`src/rtl/fcsu_pkg.sv`:
```
package fcsu_pkg;

	typedef enum logic [1:0] {
		REQ_TICK  = 2'd0,
		REQ_WRITE = 2'd1,
		REQ_READ  = 2'd2,
		REQ_NONE  = 2'd3
	} req_type_e;

	localparam logic [15:0] ADDR_SWEEP   = 16'hFF10;
	localparam logic [15:0] ADDR_SQ0_LO  = 16'hFF11;
	localparam logic [15:0] ADDR_SQ0_ENV = 16'hFF12;
	localparam logic [15:0] ADDR_SQ0_HI  = 16'hFF14;
	localparam logic [15:0] ADDR_SQ1_LO  = 16'hFF16;
	localparam logic [15:0] ADDR_SQ1_ENV = 16'hFF17;
	localparam logic [15:0] ADDR_SQ1_HI  = 16'hFF19;
	localparam logic [15:0] ADDR_WCTRL   = 16'hFF1A;
	localparam logic [15:0] ADDR_WLEN    = 16'hFF1B;
	localparam logic [15:0] ADDR_WLEVEL  = 16'hFF1C;
	localparam logic [15:0] ADDR_WFLO    = 16'hFF1D;
	localparam logic [15:0] ADDR_WFHI    = 16'hFF1E;
	localparam logic [15:0] ADDR_NLEN    = 16'hFF20;
	localparam logic [15:0] ADDR_NENV    = 16'hFF21;
	localparam logic [15:0] ADDR_NPOLY   = 16'hFF22;
	localparam logic [15:0] ADDR_NCTRL   = 16'hFF23;
	localparam logic [15:0] ADDR_MVOL    = 16'hFF24;
	localparam logic [15:0] ADDR_PAN     = 16'hFF25;
	localparam logic [15:0] ADDR_MCTRL   = 16'hFF26;
	localparam logic [11:0] ADDR_WMEM    = 12'hFF3;

	localparam logic [15:0] SQ0_BASE = 16'hFF10;
	localparam logic [15:0] SQ1_BASE = 16'hFF15;

	localparam logic [2:0] SQ_REG_LEN = 3'd1;
	localparam logic [2:0] SQ_REG_ENV = 3'd2;
	localparam logic [2:0] SQ_REG_FLO = 3'd3;
	localparam logic [2:0] SQ_REG_FHI = 3'd4;

	localparam logic [13:0] FRAME_LEN = 14'd8192;

	typedef struct packed {
		logic [7:0]  duty;
		logic [7:0]  env;
		logic [7:0]  flo;
		logic [7:0]  fhi;
		logic        active;
		logic        dac;
		logic [6:0]  len;
		logic [3:0]  elvl;
		logic        rise;
		logic [2:0]  eper;
		logic [2:0]  etmr;
		logic [3:0]  level;
		logic [2:0]  step;
		logic [20:0] cd;
	} sq_t;

	typedef struct packed {
		logic        unit_on;
		logic [13:0] frame_cnt;
		logic [7:0]  mvol;
		logic [7:0]  pan;
		logic [7:0]  mctrl;
		logic [7:0]  sweep;
		sq_t [1:0]   sq;
		logic [7:0]  wctrl;
		logic [7:0]  wlevel;
		logic [7:0]  wflo;
		logic [7:0]  wfhi;
		logic        wactive;
		logic        wdac;
		logic [8:0]  wlen;
		logic [4:0]  wstep;
		logic [20:0] wcd;
		logic [7:0]  nenv;
		logic [7:0]  npoly;
		logic [7:0]  nctrl;
		logic        nactive;
		logic        ndac;
		logic [6:0]  nlen;
		logic [3:0]  nelvl;
		logic        nrise;
		logic [2:0]  neper;
		logic [2:0]  netmr;
		logic [3:0]  nlevel;
		logic [14:0] nsr;
		logic        nbit;
		logic [19:0] nperiod;
		logic [20:0] ncd;
	} state_t;

	typedef struct packed {
		logic [2:0] tmr;
		logic [3:0] elvl;
		logic [3:0] level;
	} env_t;

	typedef struct packed {
		logic        stepped;
		logic [20:0] cd;
	} cd_t;

	function automatic logic [13:0] tone_period(input logic [7:0] lo, input logic [7:0] hi);
		logic [11:0] p;
		p = 12'd2048 - {1'b0, hi[2:0], lo};
		return {p, 2'b00};
	endfunction

	function automatic cd_t cd_run(input logic [20:0] cd, input logic [7:0] cyc,
		input logic [19:0] per);
		logic signed [21:0] v;
		cd_t r;
		v = $signed({cd[20], cd}) - $signed({14'd0, cyc});
		if (v < -22'sd1048576) v = -22'sd1048576;
		r.stepped = 1'b0;
		if (v <= 22'sd0) begin
			v = v + $signed({2'b00, per});
			r.stepped = 1'b1;
		end
		r.cd = v[20:0];
		return r;
	endfunction

	function automatic env_t env_clock(input logic [2:0] per, input logic rise, input env_t e);
		env_t r;
		r = e;
		if (per != 3'd0) begin
			r.tmr = e.tmr - 3'd1;
			if (r.tmr == 3'd0) begin
				r.tmr = per;
				if (rise && e.elvl != 4'd15) r.elvl = e.elvl + 4'd1;
				else if (!rise && e.elvl != 4'd0) r.elvl = e.elvl - 4'd1;
				r.level = r.elvl;
			end
		end
		return r;
	endfunction

	function automatic logic duty_bit(input logic [1:0] duty, input logic [2:0] step);
		logic [7:0] pat;
		case (duty)
			2'd0:    pat = 8'b1000_0000;
			2'd1:    pat = 8'b1000_0001;
			2'd2:    pat = 8'b1110_0001;
			default: pat = 8'b0111_1110;
		endcase
		return pat[step];
	endfunction

	// volume * 2048/7, rounded up; exact floor division for sums up to 60
	function automatic logic [11:0] vol_recip(input logic [2:0] vol);
		logic [11:0] k;
		case (vol)
			3'd0:    k = 12'd0;
			3'd1:    k = 12'd293;
			3'd2:    k = 12'd586;
			3'd3:    k = 12'd878;
			3'd4:    k = 12'd1171;
			3'd5:    k = 12'd1463;
			3'd6:    k = 12'd1756;
			default: k = 12'd2048;
		endcase
		return k;
	endfunction

endpackage

```
`src/rtl/fcsu_if.sv`:
```
interface fcsu_req_if;
	logic        valid;
	logic        ready;
	logic [1:0]  req_type;
	logic [15:0] address;
	logic [7:0]  write_data;
	logic [7:0]  tick_cycles;
	modport source (output valid, req_type, address, write_data, tick_cycles, input ready);
	modport sink (input valid, req_type, address, write_data, tick_cycles, output ready);
endinterface

interface fcsu_rsp_if;
	logic       valid;
	logic       ready;
	logic [7:0] read_data;
	logic [5:0] left_level;
	logic [5:0] right_level;
	modport source (output valid, read_data, left_level, right_level, input ready);
	modport sink (input valid, read_data, left_level, right_level, output ready);
endinterface

```
`src/rtl/fcsu_core.sv`:
```
module fcsu_core
	import fcsu_pkg::*;
(
	input  logic        clk,
	input  logic        arst_n,
	input  logic        acc,
	input  logic [1:0]  req_type,
	input  logic [15:0] address,
	input  logic [7:0]  write_data,
	input  logic [7:0]  tick_cycles,
	output state_t      state,
	output logic [3:0]  wave_nibble,
	output logic [7:0]  reg_rd,
	output logic        mem_sel,
	output logic [7:0]  mem_rd_s1
);

	localparam state_t STATE_RST = '{unit_on: 1'b1, mvol: 8'h77, pan: 8'hF3,
		mctrl: 8'hF1, default: '0};

	state_t      state_q, state_d;
	logic [7:0]  wmem [16];
	logic [15:0] wmem_vld_q;
	logic [7:0]  wbyte_q;
	logic        wsel_q;
	logic        mem_wr, wstep_evt;
	logic        is_tick, is_wr, is_rd;

	assign state = state_q;
	assign wave_nibble = wsel_q ? wbyte_q[3:0] : wbyte_q[7:4];

	always_comb begin
		state_t st;
		env_t   e;
		cd_t    c;
		logic [14:0] fsum;
		logic [15:0] a;
		logic [3:0]  nd;
		logic        fclk;
		st = state_q;
		a = address;
		is_tick = acc && req_type_e'(req_type) == REQ_TICK && state_q.unit_on;
		is_wr = acc && req_type_e'(req_type) == REQ_WRITE &&
			(state_q.unit_on || a == ADDR_MCTRL);
		is_rd = req_type_e'(req_type) == REQ_READ;
		mem_wr = 1'b0;
		wstep_evt = 1'b0;
		fsum = {1'b0, state_q.frame_cnt} + {7'd0, tick_cycles};
		fclk = fsum >= {1'b0, FRAME_LEN};
		nd = 4'd0;
		e = '0;
		c = '0;

		if (is_tick) begin
			st.frame_cnt = fclk ? 14'(fsum - {1'b0, FRAME_LEN}) : fsum[13:0];
			if (fclk && st.frame_cnt[0]) begin
				for (int i = 0; i < 2; i++) begin
					if (st.sq[i].len != 7'd0) begin
						st.sq[i].len = st.sq[i].len - 7'd1;
						if (st.sq[i].len == 7'd0) st.sq[i].active = 1'b0;
					end
				end
				if (st.wlen != 9'd0) begin
					st.wlen = st.wlen - 9'd1;
					if (st.wlen == 9'd0) st.wactive = 1'b0;
				end
				if (st.nlen != 7'd0) begin
					st.nlen = st.nlen - 7'd1;
					if (st.nlen == 7'd0) st.nactive = 1'b0;
				end
			end
			if (fclk && st.frame_cnt[1:0] == 2'd2) begin
				for (int i = 0; i < 2; i++) begin
					e = env_clock(st.sq[i].eper, st.sq[i].rise,
						'{st.sq[i].etmr, st.sq[i].elvl, st.sq[i].level});
					st.sq[i].etmr = e.tmr;
					st.sq[i].elvl = e.elvl;
					st.sq[i].level = e.level;
				end
				e = env_clock(st.neper, st.nrise, '{st.netmr, st.nelvl, st.nlevel});
				st.netmr = e.tmr;
				st.nelvl = e.elvl;
				st.nlevel = e.level;
			end
			for (int i = 0; i < 2; i++) begin
				if (st.sq[i].active && st.sq[i].dac) begin
					c = cd_run(st.sq[i].cd, tick_cycles,
						{6'd0, tone_period(st.sq[i].flo, st.sq[i].fhi)});
					st.sq[i].cd = c.cd;
					if (c.stepped) st.sq[i].step = st.sq[i].step + 3'd1;
				end
			end
			if (st.wactive && st.wdac) begin
				c = cd_run(st.wcd, tick_cycles, {6'd0, tone_period(st.wflo, st.wfhi)});
				st.wcd = c.cd;
				if (c.stepped) begin
					st.wstep = st.wstep + 5'd1;
					wstep_evt = 1'b1;
				end
			end
			if (st.nactive && st.ndac) begin
				c = cd_run(st.ncd, tick_cycles, st.nperiod);
				st.ncd = c.cd;
				if (c.stepped) begin
					st.nsr = {st.nsr[0] ^ st.nsr[1], st.nsr[14:1]};
					st.nbit = st.nsr[0];
				end
			end
		end

		if (is_wr) begin
			for (int i = 0; i < 2; i++) begin
				logic [15:0] base;
				logic [2:0]  r;
				base = (i == 0) ? SQ0_BASE : SQ1_BASE;
				r = 3'(a - base);
				if ((i == 0 && a inside {[ADDR_SQ0_LO:ADDR_SQ0_HI]}) ||
					(i == 1 && a inside {[ADDR_SQ1_LO:ADDR_SQ1_HI]})) begin
					case (r)
						SQ_REG_LEN: begin
							st.sq[i].duty = write_data;
							st.sq[i].len = 7'd64 - {1'b0, write_data[5:0]};
						end
						SQ_REG_ENV: begin
							st.sq[i].env = write_data;
							st.sq[i].elvl = write_data[7:4];
							st.sq[i].rise = write_data[3];
							st.sq[i].eper = write_data[2:0];
							st.sq[i].etmr = write_data[2:0];
							st.sq[i].dac = write_data[7:3] != 5'd0;
						end
						SQ_REG_FLO: st.sq[i].flo = write_data;
						SQ_REG_FHI: begin
							st.sq[i].fhi = write_data;
							if (write_data[7]) begin
								st.sq[i].active = 1'b1;
								st.sq[i].cd = {7'd0, tone_period(st.sq[i].flo, write_data)};
								st.sq[i].step = 3'd0;
								st.sq[i].level = st.sq[i].elvl;
							end
						end
						default: ;
					endcase
				end
			end
			if (a[15:4] == ADDR_WMEM) mem_wr = 1'b1;
			case (a)
				ADDR_SWEEP: st.sweep = write_data;
				ADDR_WCTRL: begin
					st.wctrl = write_data;
					st.wdac = write_data[7];
				end
				ADDR_WLEN:   st.wlen = 9'd256 - {1'b0, write_data};
				ADDR_WLEVEL: st.wlevel = write_data;
				ADDR_WFLO:   st.wflo = write_data;
				ADDR_WFHI: begin
					st.wfhi = write_data;
					if (write_data[7]) begin
						st.wactive = 1'b1;
						st.wcd = {7'd0, tone_period(st.wflo, write_data)};
						st.wstep = 5'd0;
					end
				end
				ADDR_NLEN: st.nlen = 7'd64 - {1'b0, write_data[5:0]};
				ADDR_NENV: begin
					st.nenv = write_data;
					st.nelvl = write_data[7:4];
					st.nrise = write_data[3];
					st.neper = write_data[2:0];
					st.netmr = write_data[2:0];
					st.ndac = write_data[7:3] != 5'd0;
				end
				ADDR_NPOLY: begin
					nd = (write_data[2:0] == 3'd0) ? 4'd8 : {1'b0, write_data[2:0]};
					st.npoly = write_data;
					st.nperiod = {15'd0, nd, 1'b0} << write_data[7:4];
				end
				ADDR_NCTRL: begin
					st.nctrl = write_data;
					if (write_data[7]) begin
						st.nactive = 1'b1;
						st.ncd = {1'b0, st.nperiod};
						st.nsr = 15'h7FFF;
						st.nlevel = st.nelvl;
					end
				end
				ADDR_MVOL: st.mvol = write_data;
				ADDR_PAN:  st.pan = write_data;
				ADDR_MCTRL: begin
					st.mctrl = write_data;
					st.unit_on = write_data[7];
					if (!write_data[7]) begin
						st.sq[0].active = 1'b0;
						st.sq[1].active = 1'b0;
						st.wactive = 1'b0;
						st.nactive = 1'b0;
					end
				end
				default: ;
			endcase
		end
		state_d = st;
	end

	// read path, register part; wave memory bytes come through mem_rd_s1
	always_comb begin
		mem_sel = is_rd && state_q.unit_on && address[15:4] == ADDR_WMEM;
		reg_rd = 8'hFF;
		if (!is_rd) begin
			reg_rd = 8'h00;
		end else if (state_q.unit_on || address == ADDR_MCTRL) begin
			case (address)
				ADDR_SWEEP:   reg_rd = state_q.sweep | 8'h80;
				ADDR_SQ0_LO:  reg_rd = state_q.sq[0].duty | 8'h3F;
				ADDR_SQ0_ENV: reg_rd = state_q.sq[0].env;
				ADDR_SQ0_HI:  reg_rd = state_q.sq[0].fhi | 8'hBF;
				ADDR_SQ1_LO:  reg_rd = state_q.sq[1].duty | 8'h3F;
				ADDR_SQ1_ENV: reg_rd = state_q.sq[1].env;
				ADDR_SQ1_HI:  reg_rd = state_q.sq[1].fhi | 8'hBF;
				ADDR_WCTRL:   reg_rd = state_q.wctrl | 8'h7F;
				ADDR_WLEVEL:  reg_rd = state_q.wlevel | 8'h9F;
				ADDR_WFHI:    reg_rd = state_q.wfhi | 8'hBF;
				ADDR_NENV:    reg_rd = state_q.nenv;
				ADDR_NPOLY:   reg_rd = state_q.npoly;
				ADDR_NCTRL:   reg_rd = state_q.nctrl | 8'hBF;
				ADDR_MVOL:    reg_rd = state_q.mvol;
				ADDR_PAN:     reg_rd = state_q.pan;
				ADDR_MCTRL:   reg_rd = state_q.mctrl | 8'h70;
				default:      reg_rd = 8'hFF;
			endcase
		end
	end

	always_ff @(posedge clk or negedge arst_n) begin
		if (!arst_n) begin
			state_q <= STATE_RST;
			wmem_vld_q <= '0;
			wbyte_q <= '0;
			wsel_q <= 1'b0;
		end else begin
			if (acc) state_q <= state_d;
			if (mem_wr) wmem_vld_q[address[3:0]] <= 1'b1;
			if (wstep_evt) begin
				wbyte_q <= wmem_vld_q[state_d.wstep[4:1]] ? wmem[state_d.wstep[4:1]] : 8'h00;
				wsel_q <= state_d.wstep[0];
			end
		end
	end

	always_ff @(posedge clk) begin
		if (mem_wr) wmem[address[3:0]] <= write_data;
		if (acc) mem_rd_s1 <= wmem_vld_q[address[3:0]] ? wmem[address[3:0]] : 8'h00;
	end

endmodule

```
`src/rtl/fcsu_mix.sv`:
```
module fcsu_mix
	import fcsu_pkg::*;
(
	input  state_t     state,
	input  logic [3:0] wave_nibble,
	output logic [5:0] left_level,
	output logic [5:0] right_level
);

	logic [3:0]  s_sq [2];
	logic [3:0]  s_wave, s_noise;
	logic [5:0]  lsum, rsum;
	logic [17:0] lprod, rprod;

	always_comb begin
		for (int i = 0; i < 2; i++) begin
			s_sq[i] = (state.sq[i].active && state.sq[i].dac &&
				duty_bit(state.sq[i].duty[7:6], state.sq[i].step)) ? state.sq[i].level : 4'd0;
		end
		s_wave = 4'd0;
		if (state.wactive && state.wdac) begin
			case (state.wlevel[6:5])
				2'd1:    s_wave = wave_nibble >> 3;
				2'd2:    s_wave = wave_nibble >> 2;
				2'd3:    s_wave = wave_nibble >> 1;
				default: s_wave = 4'd0;
			endcase
		end
		s_noise = (state.nactive && state.ndac && state.nbit) ? state.nlevel : 4'd0;

		lsum = ((state.pan & 8'h11) != 8'h00 ? {2'd0, s_sq[0]} : 6'd0)
			+ ((state.pan & 8'h12) != 8'h00 ? {2'd0, s_sq[1]} : 6'd0)
			+ ((state.pan & 8'h14) != 8'h00 ? {2'd0, s_wave} : 6'd0)
			+ ((state.pan & 8'h18) != 8'h00 ? {2'd0, s_noise} : 6'd0);
		rsum = ((state.pan & 8'h22) != 8'h00 ? {2'd0, s_sq[0]} : 6'd0)
			+ ((state.pan & 8'h24) != 8'h00 ? {2'd0, s_sq[1]} : 6'd0)
			+ ((state.pan & 8'h28) != 8'h00 ? {2'd0, s_wave} : 6'd0)
			+ ((state.pan & 8'h30) != 8'h00 ? {2'd0, s_noise} : 6'd0);

		// sum * vol / 7 as one multiply by a scaled reciprocal
		lprod = {12'd0, lsum} * {6'd0, vol_recip(state.mvol[6:4])};
		rprod = {12'd0, rsum} * {6'd0, vol_recip(state.mvol[2:0])};
		left_level = lprod[16:11];
		right_level = rprod[16:11];
	end

endmodule

```
`src/rtl/four_channel_sound_unit.sv`:
```
// flow: an accepted request is registered in stage 1 (rd_s1, mem_sel_s1), then
// moves into the result register when that register is free or being taken
// throughput: one request per cycle; a stalled result holds the staging register
// and then the request side, without losing items
// reset: arst_n clears all control state at once; registers take their power-on
// values and the wave memory reads as zero until written
module four_channel_sound_unit
	import fcsu_pkg::*;
(
	input  logic       clk,
	input  logic       arst_n,
	fcsu_req_if.sink   req,
	fcsu_rsp_if.source rsp
);

	logic       acc, s1_adv;
	logic       valid_s1, mem_sel_s1;
	logic [7:0] rd_s1, reg_rd, mem_rd_s1;
	logic       mem_sel;
	logic       out_valid_q;
	logic [7:0] out_rd_q;
	logic [5:0] out_l_q, out_r_q, mix_l, mix_r;
	logic [3:0] wave_nibble;
	state_t     state;

	assign s1_adv = valid_s1 && (!out_valid_q || rsp.ready);
	assign req.ready = !valid_s1 || s1_adv;
	assign acc = req.valid && req.ready;

	fcsu_core u_core (
		.clk         (clk),
		.arst_n      (arst_n),
		.acc         (acc),
		.req_type    (req.req_type),
		.address     (req.address),
		.write_data  (req.write_data),
		.tick_cycles (req.tick_cycles),
		.state       (state),
		.wave_nibble (wave_nibble),
		.reg_rd      (reg_rd),
		.mem_sel     (mem_sel),
		.mem_rd_s1   (mem_rd_s1)
	);

	// state already reflects the stage-1 item while it waits here
	fcsu_mix u_mix (
		.state       (state),
		.wave_nibble (wave_nibble),
		.left_level  (mix_l),
		.right_level (mix_r)
	);

	always_ff @(posedge clk or negedge arst_n) begin
		if (!arst_n) begin
			valid_s1 <= 1'b0;
			out_valid_q <= 1'b0;
		end else begin
			if (acc) valid_s1 <= 1'b1;
			else if (s1_adv) valid_s1 <= 1'b0;
			if (s1_adv) out_valid_q <= 1'b1;
			else if (rsp.ready) out_valid_q <= 1'b0;
		end
	end

	always_ff @(posedge clk) begin
		if (acc) begin
			rd_s1 <= reg_rd;
			mem_sel_s1 <= mem_sel;
		end
		if (s1_adv) begin
			out_rd_q <= mem_sel_s1 ? mem_rd_s1 : rd_s1;
			out_l_q <= mix_l;
			out_r_q <= mix_r;
		end
	end

	assign rsp.valid = out_valid_q;
	assign rsp.read_data = out_rd_q;
	assign rsp.left_level = out_l_q;
	assign rsp.right_level = out_r_q;

endmodule

```
`src/flat_wrapper.sv`:
```
// flat-port wrapper written by rule: the top's interface ports become plain ports
module four_channel_sound_unit_flat import fcsu_pkg::*;
  (clk, arst_n, req_valid, req_req_type, req_address, req_write_data, req_tick_cycles, req_ready, rsp_valid, rsp_read_data, rsp_left_level, rsp_right_level, rsp_ready);
  fcsu_req_if req_i ();
  fcsu_rsp_if rsp_i ();
  input  logic clk;
  input  logic arst_n;
  input wire logic [$bits(req_i.valid)-1:0] req_valid;
  input wire logic [$bits(req_i.req_type)-1:0] req_req_type;
  input wire logic [$bits(req_i.address)-1:0] req_address;
  input wire logic [$bits(req_i.write_data)-1:0] req_write_data;
  input wire logic [$bits(req_i.tick_cycles)-1:0] req_tick_cycles;
  output wire logic [$bits(req_i.ready)-1:0] req_ready;
  output wire logic [$bits(rsp_i.valid)-1:0] rsp_valid;
  output wire logic [$bits(rsp_i.read_data)-1:0] rsp_read_data;
  output wire logic [$bits(rsp_i.left_level)-1:0] rsp_left_level;
  output wire logic [$bits(rsp_i.right_level)-1:0] rsp_right_level;
  input wire logic [$bits(rsp_i.ready)-1:0] rsp_ready;
  assign req_i.valid = req_valid;
  assign req_i.req_type = req_req_type;
  assign req_i.address = req_address;
  assign req_i.write_data = req_write_data;
  assign req_i.tick_cycles = req_tick_cycles;
  assign req_ready = req_i.ready;
  assign rsp_valid = rsp_i.valid;
  assign rsp_read_data = rsp_i.read_data;
  assign rsp_left_level = rsp_i.left_level;
  assign rsp_right_level = rsp_i.right_level;
  assign rsp_i.ready = rsp_ready;
  four_channel_sound_unit u_core (.clk(clk), .arst_n(arst_n), .req(req_i), .rsp(rsp_i));
endmodule
```
`config.mk`:
```
export PLATFORM = sky130hd
export DESIGN_NAME = four_channel_sound_unit_flat
export DESIGN_NICKNAME = d
export VERILOG_FILES = /design/src/rtl/fcsu_pkg.sv /design/src/rtl/fcsu_if.sv /design/src/rtl/fcsu_core.sv /design/src/rtl/fcsu_mix.sv /design/src/rtl/four_channel_sound_unit.sv /design/src/flat_wrapper.sv
export SDC_FILE = /design/constraint.sdc
export NUM_CORES = 2
export LEC_CHECK = 0
export BUFFER_PORTS_ARGS = -buffer_cell sky130_fd_sc_hd__buf_2
export CAP_MARGIN = 0
export CORE_MARGIN = 1.5
export CORE_UTILIZATION = 40
export DETAILED_ROUTE_END_ITERATION = 8
export PLACE_DENSITY = 0.55
export SETUP_SLACK_MARGIN = 0.4
export SYNTH_ARGS = -nofsm -noshare
export SYNTH_HDL_FRONTEND = slang
export SYNTH_SLANG_ARGS = --single-unit
```
`constraint.sdc`:
```
create_clock -name clk -period 11.2 [get_ports clk]
set_clock_uncertainty 0.1 [all_clocks]
set_input_delay 1.12 -clock clk [delete_from_list [all_inputs] [get_ports clk]]
set_output_delay 1.12 -clock clk [all_outputs]
set_load 0.01 [all_outputs]
```
Word level (Yosys, flattened, before mapping):

Memory sizes are Yosys's and may differ from the RTL's. A register that Yosys moved wholly into a read port is not among the register bits.
Cells that the tools add are included.

* register bits: 435
* bits in writable memories: 128
* input port bits: 38
* output and inout port bits: 22
* word-level logic and storage cells: 466
* memories: 1

* add/sub/neg operators: 42
* multipliers: 2
* order comparisons: 18
* equality and inequality tests: 53
* shifts and indexed selects: 1
* muxes and demuxes: 185
* bitwise gates (word level): 2
* reductions and logical operators: 94

Memories
* u_core.u_core.wmem: words 16, bits a word 8, read ports 2, clocked after memory_dff 1, wr ports 1, RTL line fcsu_core.sv:22 `logic [7:0] wmem [16];`

Operators by type and width (count)
* 16-bit equality test (second input constant): 19
* 22-bit 2-to-1 mux: 12
* 260-bit 2-to-1 mux: 1
* 21-bit 2-to-1 mux: 9
* 12-bit one-hot mux with 7 select lines: 2
* 11-bit 2-to-1 mux: 12
* 8-bit one-hot mux with 16 select lines: 1
* 28-bit 2-to-1 mux: 4
* 8-bit 2-to-1 mux: 13
* 4-bit 2-to-1 mux: 23
* 22-bit by 1-bit <= comparator with 1-bit output (second input constant): 4
* 22-bit by 21-bit less-than comparator with 1-bit output (second input constant): 4
* 21-bit by 9-bit subtractor with 22-bit output: 4
* 7-bit 2-to-1 mux: 12
* 80-bit 2-to-1 mux: 1
* 26-bit 2-to-1 mux: 3
* 12-bit by 11-bit subtractor with 12-bit output (first input constant): 6
* 8-bit nonzero test: 8
* 21-bit by 15-bit adder with 21-bit output: 3
* 1-bit 2-to-1 mux: 63
* 31-bit 2-to-1 mux: 2
* 24-bit 2-to-1 mux: 2
* 48-bit 2-to-1 mux: 1
* 8-bit one-hot mux with 3 select lines: 2
* other kinds (62): 186

Depth between registers and ports, before layout:

* depth in word-level cells: 27
* mapped depth: 36
* depth with buffers taken out: 36

By module:

Synthesis repeated with hierarchy kept, for this count alone.

* cells, all modules: 3929
* area total of the unflattened synthesis: 37732.4 um^2

By module, submodules not included
* fcsu_core: times used 1, cells each 3313, area each 32069.5 um^2, seq. area each 13889.6 um^2
* fcsu_mix: times used 1, cells each 570, area each 4571.9 um^2, seq. area each 0.0 um^2
* four_channel_sound_unit: times used 1, cells each 46, area each 1091.0 um^2, seq. area each 920.9 um^2

Worst setup path after synthesis:

Ideal clock, no wire load.

* path type: reg2reg
* start: register u_core.u_core.state_q, in the netlist u_core.u_core.state[252]
* end: register u_core.out_l_q[4], in the netlist u_core.rsp.left_level[4] (data pin)
* library setup time: 262 ps
* arrival: 7242 ps
* required time: 10838 ps
* setup slack: 3596 ps
* cell stages (with the launch flop): 32
* path buffers: 0
* clock period less this slack: 7604 ps
* cell sequence: dfrtp_1 -> inv_1 -> ha_1 -> o31ai_1 -> nor2_1 -> a311oi_1 -> o21a_1 -> and2_1 -> fa_1 -> inv_1 -> fa_1 -> inv_1 -> ha_1 -> a21o_1 -> a21oi_1 -> xor2_1 -> or2_2 -> fa_1 -> fa_1 -> fa_1 -> inv_1 -> ha_1 -> a21o_1 -> a21o_1 -> a21o_1 -> a21o_1 -> a21o_1 -> a21oi_1 -> nor2b_1 -> o41ai_1 -> o21bai_1 -> xor2_1

* cells in the longest elaborated chain, start to end: 11
* elaborated cells on any way between the ends: 13
* those cells by class: add/sub (3); mul (1); eq/ne (2); mux (5); reduce/logical (2)

RTL lines
* from (decl): RTL line fcsu_core.sv:21 `state_t state_q, state_d;`
* from (signal assigned): RTL line fcsu_core.sv:241 `if (acc) state_q <= state_d;`
* 2-bit equality test (tied with other cells): RTL line fcsu_pkg.sv:141 `case (duty)`
* 8-bit one-hot mux with 3 select lines (*): RTL line fcsu_pkg.sv:141
* 1-bit binary-select mux with 3-bit select (*): RTL line fcsu_pkg.sv:147 `return pat[step];`
* 1-bit 2-to-1 mux (implied by the code) (*): RTL line fcsu_pkg.sv:147
* 1-bit logical AND (*): RTL line fcsu_mix.sv:17 `s_sq[i] = (state.sq[i].active && state.sq[i].dac &&`
* 4-bit 2-to-1 mux (*): RTL line fcsu_mix.sv:18 `duty_bit(state.sq[i].duty[7:6], state.sq[i].step)) ? state.sq[i].level : 4'd0;`
* 4-bit 2-to-1 mux (*): RTL line fcsu_mix.sv:31 `lsum = ((state.pan & 8'h11) != 8'h00 ? {2'd0, s_sq[0]} : 6'd0)`
* 4-bit by 4-bit adder with 5-bit output (*): RTL line fcsu_mix.sv:32 `+ ((state.pan & 8'h12) != 8'h00 ? {2'd0, s_sq[1]} : 6'd0)`
* 5-bit by 4-bit adder with 6-bit output (*): RTL line fcsu_mix.sv:33 `+ ((state.pan & 8'h14) != 8'h00 ? {2'd0, s_wave} : 6'd0)`
* 6-bit by 4-bit adder with 6-bit output (*): RTL line fcsu_mix.sv:34 `+ ((state.pan & 8'h18) != 8'h00 ? {2'd0, s_noise} : 6'd0);`
* 6-bit by 12-bit multiplier with 17-bit output (*): RTL line fcsu_mix.sv:41 `lprod = {12'd0, lsum} * {6'd0, vol_recip(state.mvol[6:4])};`
* via u_core.mix_l[4]: RTL line four_channel_sound_unit.sv:22 `logic [5:0] out_l_q, out_r_q, mix_l, mix_r;`
* to (signal assigned): RTL line four_channel_sound_unit.sv:72 `out_l_q <= mix_l;`
* to (decl): RTL line four_channel_sound_unit.sv:22

The timed path passes the listed nets; every way through them passes the cells marked *. The select of a mux whose other input is x is not followed.
A chain may end at the register's enable or synchronous reset.

Worst setup path in the final report:

Same ends and word-level chain as after synthesis.

==> flow_summary.toml <==
[run_status]
status = "completed"

[clock_tree]
htreeDepth = 2
cts_tree = "built"
numCtsBuffers = 60
cts_buffer_depth = 3
worstSkewPairLatency_ns = 0.67
cts_num_sinks = 508
post_cts_resized = 0
cts_hold_buf = 0
clkTransAtPathRegs_ns = 0.07
post_cts_buffers = 0
cts_root_buffer = "clkbuf_16"

[worst_setup_path]
worst_path_largest_cell_delay_ns = 0.74
worst_setup_path_start_kind = "flip-flop"
cp.buffers_inverters = 4
cp.required_ns = 11.49
crit_path_end_kind = "flip-flop"
worstSetupPathType = "reg -> reg"
cpLargestDelayFamily = "compound AO/OA/AOI/OAI gates"
crit_fanout = 7
cpMostUsedCell = "a21o_1"
critPathSlowestCell = "a311oi_1"
cp.arrival_ns = 9.05

[floorplan]
ioPinCount = 60
die_h_microns = 299
row_count = 108
core-area_sq_um = 86800
start_util_pct = 40.4
die_w_microns = 299
dieArea_sq_um = 89500

[power_and_ir_drop]
p_switching_mw = 1.03
seq_power_share_pct = 44.7
power.internal_mw = 3.30
p_sw_share_pct = 23.7
ir_worst_vdd_mv = 0.155
pwr-share-comb_pct = 5.4
p_clk_share_pct = 50.0
p_leak_nw = 17.6
p_per_area_nw_per_um2 = 111
power_mw = 4.33

[global_route]
antenna_found_initial = 5
grt-ovfl-total = 0
grt_max_degree = 141
grt_pass1_vias = 26905
grtUsageTotal_pct = 22.2
grt_pass1_wl_microns = 157000

[routing]
viasPerCell = 5.56
wire_per_inst_microns = 20.0
vias = 27375
drt_iter0_drc = 2134
firstDrtPassIters = 6
drc = 0
routed_wl_microns = 98600
drt.antenna.violating_nets = 0

[placed_design]
dpl-instance-area_sq_um = 36800
port_buffers = 59
globalplace.congestion = 0.886
place_inst = 4807
place_hpwl_microns = 69200
pre_cts_ws_ns = 2.50

[finish]
diodes = 0
final_util_pct = 44.9
fillers = 8483
finalInstanceArea_sq_um = 39000
instances_no_fill = 4921
drive_above_1_share_pct = 11.8
syn_to_final_growth_pct = 11.1
final_nets = 4031

[sta]
worstMarginPinSlew_ns = 1.20
finalSetupTns_ns = 0
min_period_ns = 8.75
timing.hold.ws_ns = 0.365
rsz0062_at_grt = "no"
fmax_ghz = 0.114
final-hold-violation-count = 0
relSlewSlack_pct = 19.5
slew_violations = 0
fin_crit_sh_pct = 78.2
final-setup-viol-count = 0
worst_slack_ns = 2.45

[logic_synthesis]
avgSynthCellArea_sq_um = 9.53
synthCells = 3681
netlist.area_leader.share_pct = 23.5
synth_most_common_cell = "nand2_1"
synth_ff_type = "dfrtp_1"
synth_edf_count = 165
synth.cell_area_sq_um = 35100
synth_fp_nets = 3998
synth_cell_type_count = 90
yosys.area.top_type = "dfrtp_1"
synth_area_leaders = "dfrtp_1, edfxtp_1, ha_1"
ys_ff_latch = 508
ys_warn_count = 0
async_flop_share_pct = 67.5
synth_commonest_cells = "nand2_1, nor2_1, dfrtp_1"
ys_seq_area_share_pct = 38.7

[worst_hold_path]
hold_path.class = "reg -> reg"

[flow_run]
maxCapViolations = 0
state kept, by name, summed over array words and instances (netlist names):
signal / count
u_core.u_core.wsel_q: 1
u_core.rsp.left_level: 6
u_core.u_core.wmem: 128
u_core.rd_s1: 8
u_core.u_core.mem_rd_s1: 8
u_core.rsp.valid: 1
u_core.u_core.wmem_vld_q: 16
u_core.mem_sel_s1: 1
u_core.valid_s1: 1
u_core.u_core.wbyte_q: 6
u_core.u_core.state: 318
u_core.rsp.read_data: 8
u_core.rsp.right_level: 6
power by group through the flow:
stage	combinational, mW	clock (mW)	sequential [mW]
5_1_grt	0.257	2.28	1.93
3_5_place_dp	0.234	0	1.97
6_report	0.232	2.16	1.93
3_3_place_gp	0.233	0	1.97
4_1_cts	0.236	2.21	1.93
2_1_floorplan	0.121	0	1.97
metal layers:
layer	GRT usage (%)	up-vias	wire length [microns]
met5	0	-	40
met1	31.5	13443	46500
li1	-	13224	-
met2	36.2	580	45600
met4	5.34	6	2190
met3	2.49	122	4270
layout by cell type (no fill, tap or decap), types with 57 or more instances in the layout:
master	n
nand2_1	408
nor2_1	330
dfrtp_1	329
inv_1	260
o21ai_0	247
a21oi_1	193
ha_1	190
edfxtp_1	165
xnor2_1	135
mux2i_1	102
nor3_1	100
mux2_2	89
fa_1	89
buf_4	67
xor2_1	63
nand3_1	60
clkbuf_16	60
buf_2	57
final timing paths:
path / slack [ns] / to / startpoint / cells past startpoint
setup / recovery: 2.45 / u_core.rsp.left_level[4] / u_core.u_core.state[252] / 31
hold / removal: 0.37 / u_core.u_core.state[377] / u_core.u_core.state[377] / 1
setup reg to reg: 2.45 / u_core.rsp.left_level[4] / u_core.u_core.state[252] / 31
hold reg to reg: 0.37 / u_core.u_core.state[377] / u_core.u_core.state[377] / 1
max in group asynchronous: 9.21 / u_core.u_core.state[75] / arst_n / 2
min in group asynchronous: 0.41 / u_core.u_core.state[19] / arst_n / 1
worst reg2reg max path: cells and delay by family, from the launching register on:
kind            cells  cell delay, ns
fa+ha+maj           8            3.06
compound gates     13            3.45
flops               1            0.40
simple gates        4            0.56
buf+inv             4            0.32
xor+xnor            2            0.59
area by class of cell:
class,count,area [sq um],area share [%]
Clock inverter,30,468,1.20
Sequential cell,508,13600,34.8
Timing Repair Buffer,126,823,2.11
Multi-Input combinational cell,2756,20000,51.2
Inverter,262,983,2.52
Tap cell,1155,1450,3.71
Clock buffer,84,1740,4.47
kinds of logic (layout without fill, tap and decap cells):
| family | after synthesis | count (layout) | synth area share, % |
|---|---|---|---|
| XOR/XNOR | 198 | 198 | 4.95 |
| multiplexers | 238 | 238 | 8.79 |
| buffers and inverters | 417 | 502 | 4.56 |
| adder cells (fa/ha/maj) | 279 | 279 | 11.9 |
| flip-flops | 508 | 508 | 38.7 |
| AND/OR/NAND/NOR | 1206 | 1206 | 16.1 |
| AO/OA/AOI/OAI | 835 | 835 | 15.1 |
Power figures use the tool's default switching activity.
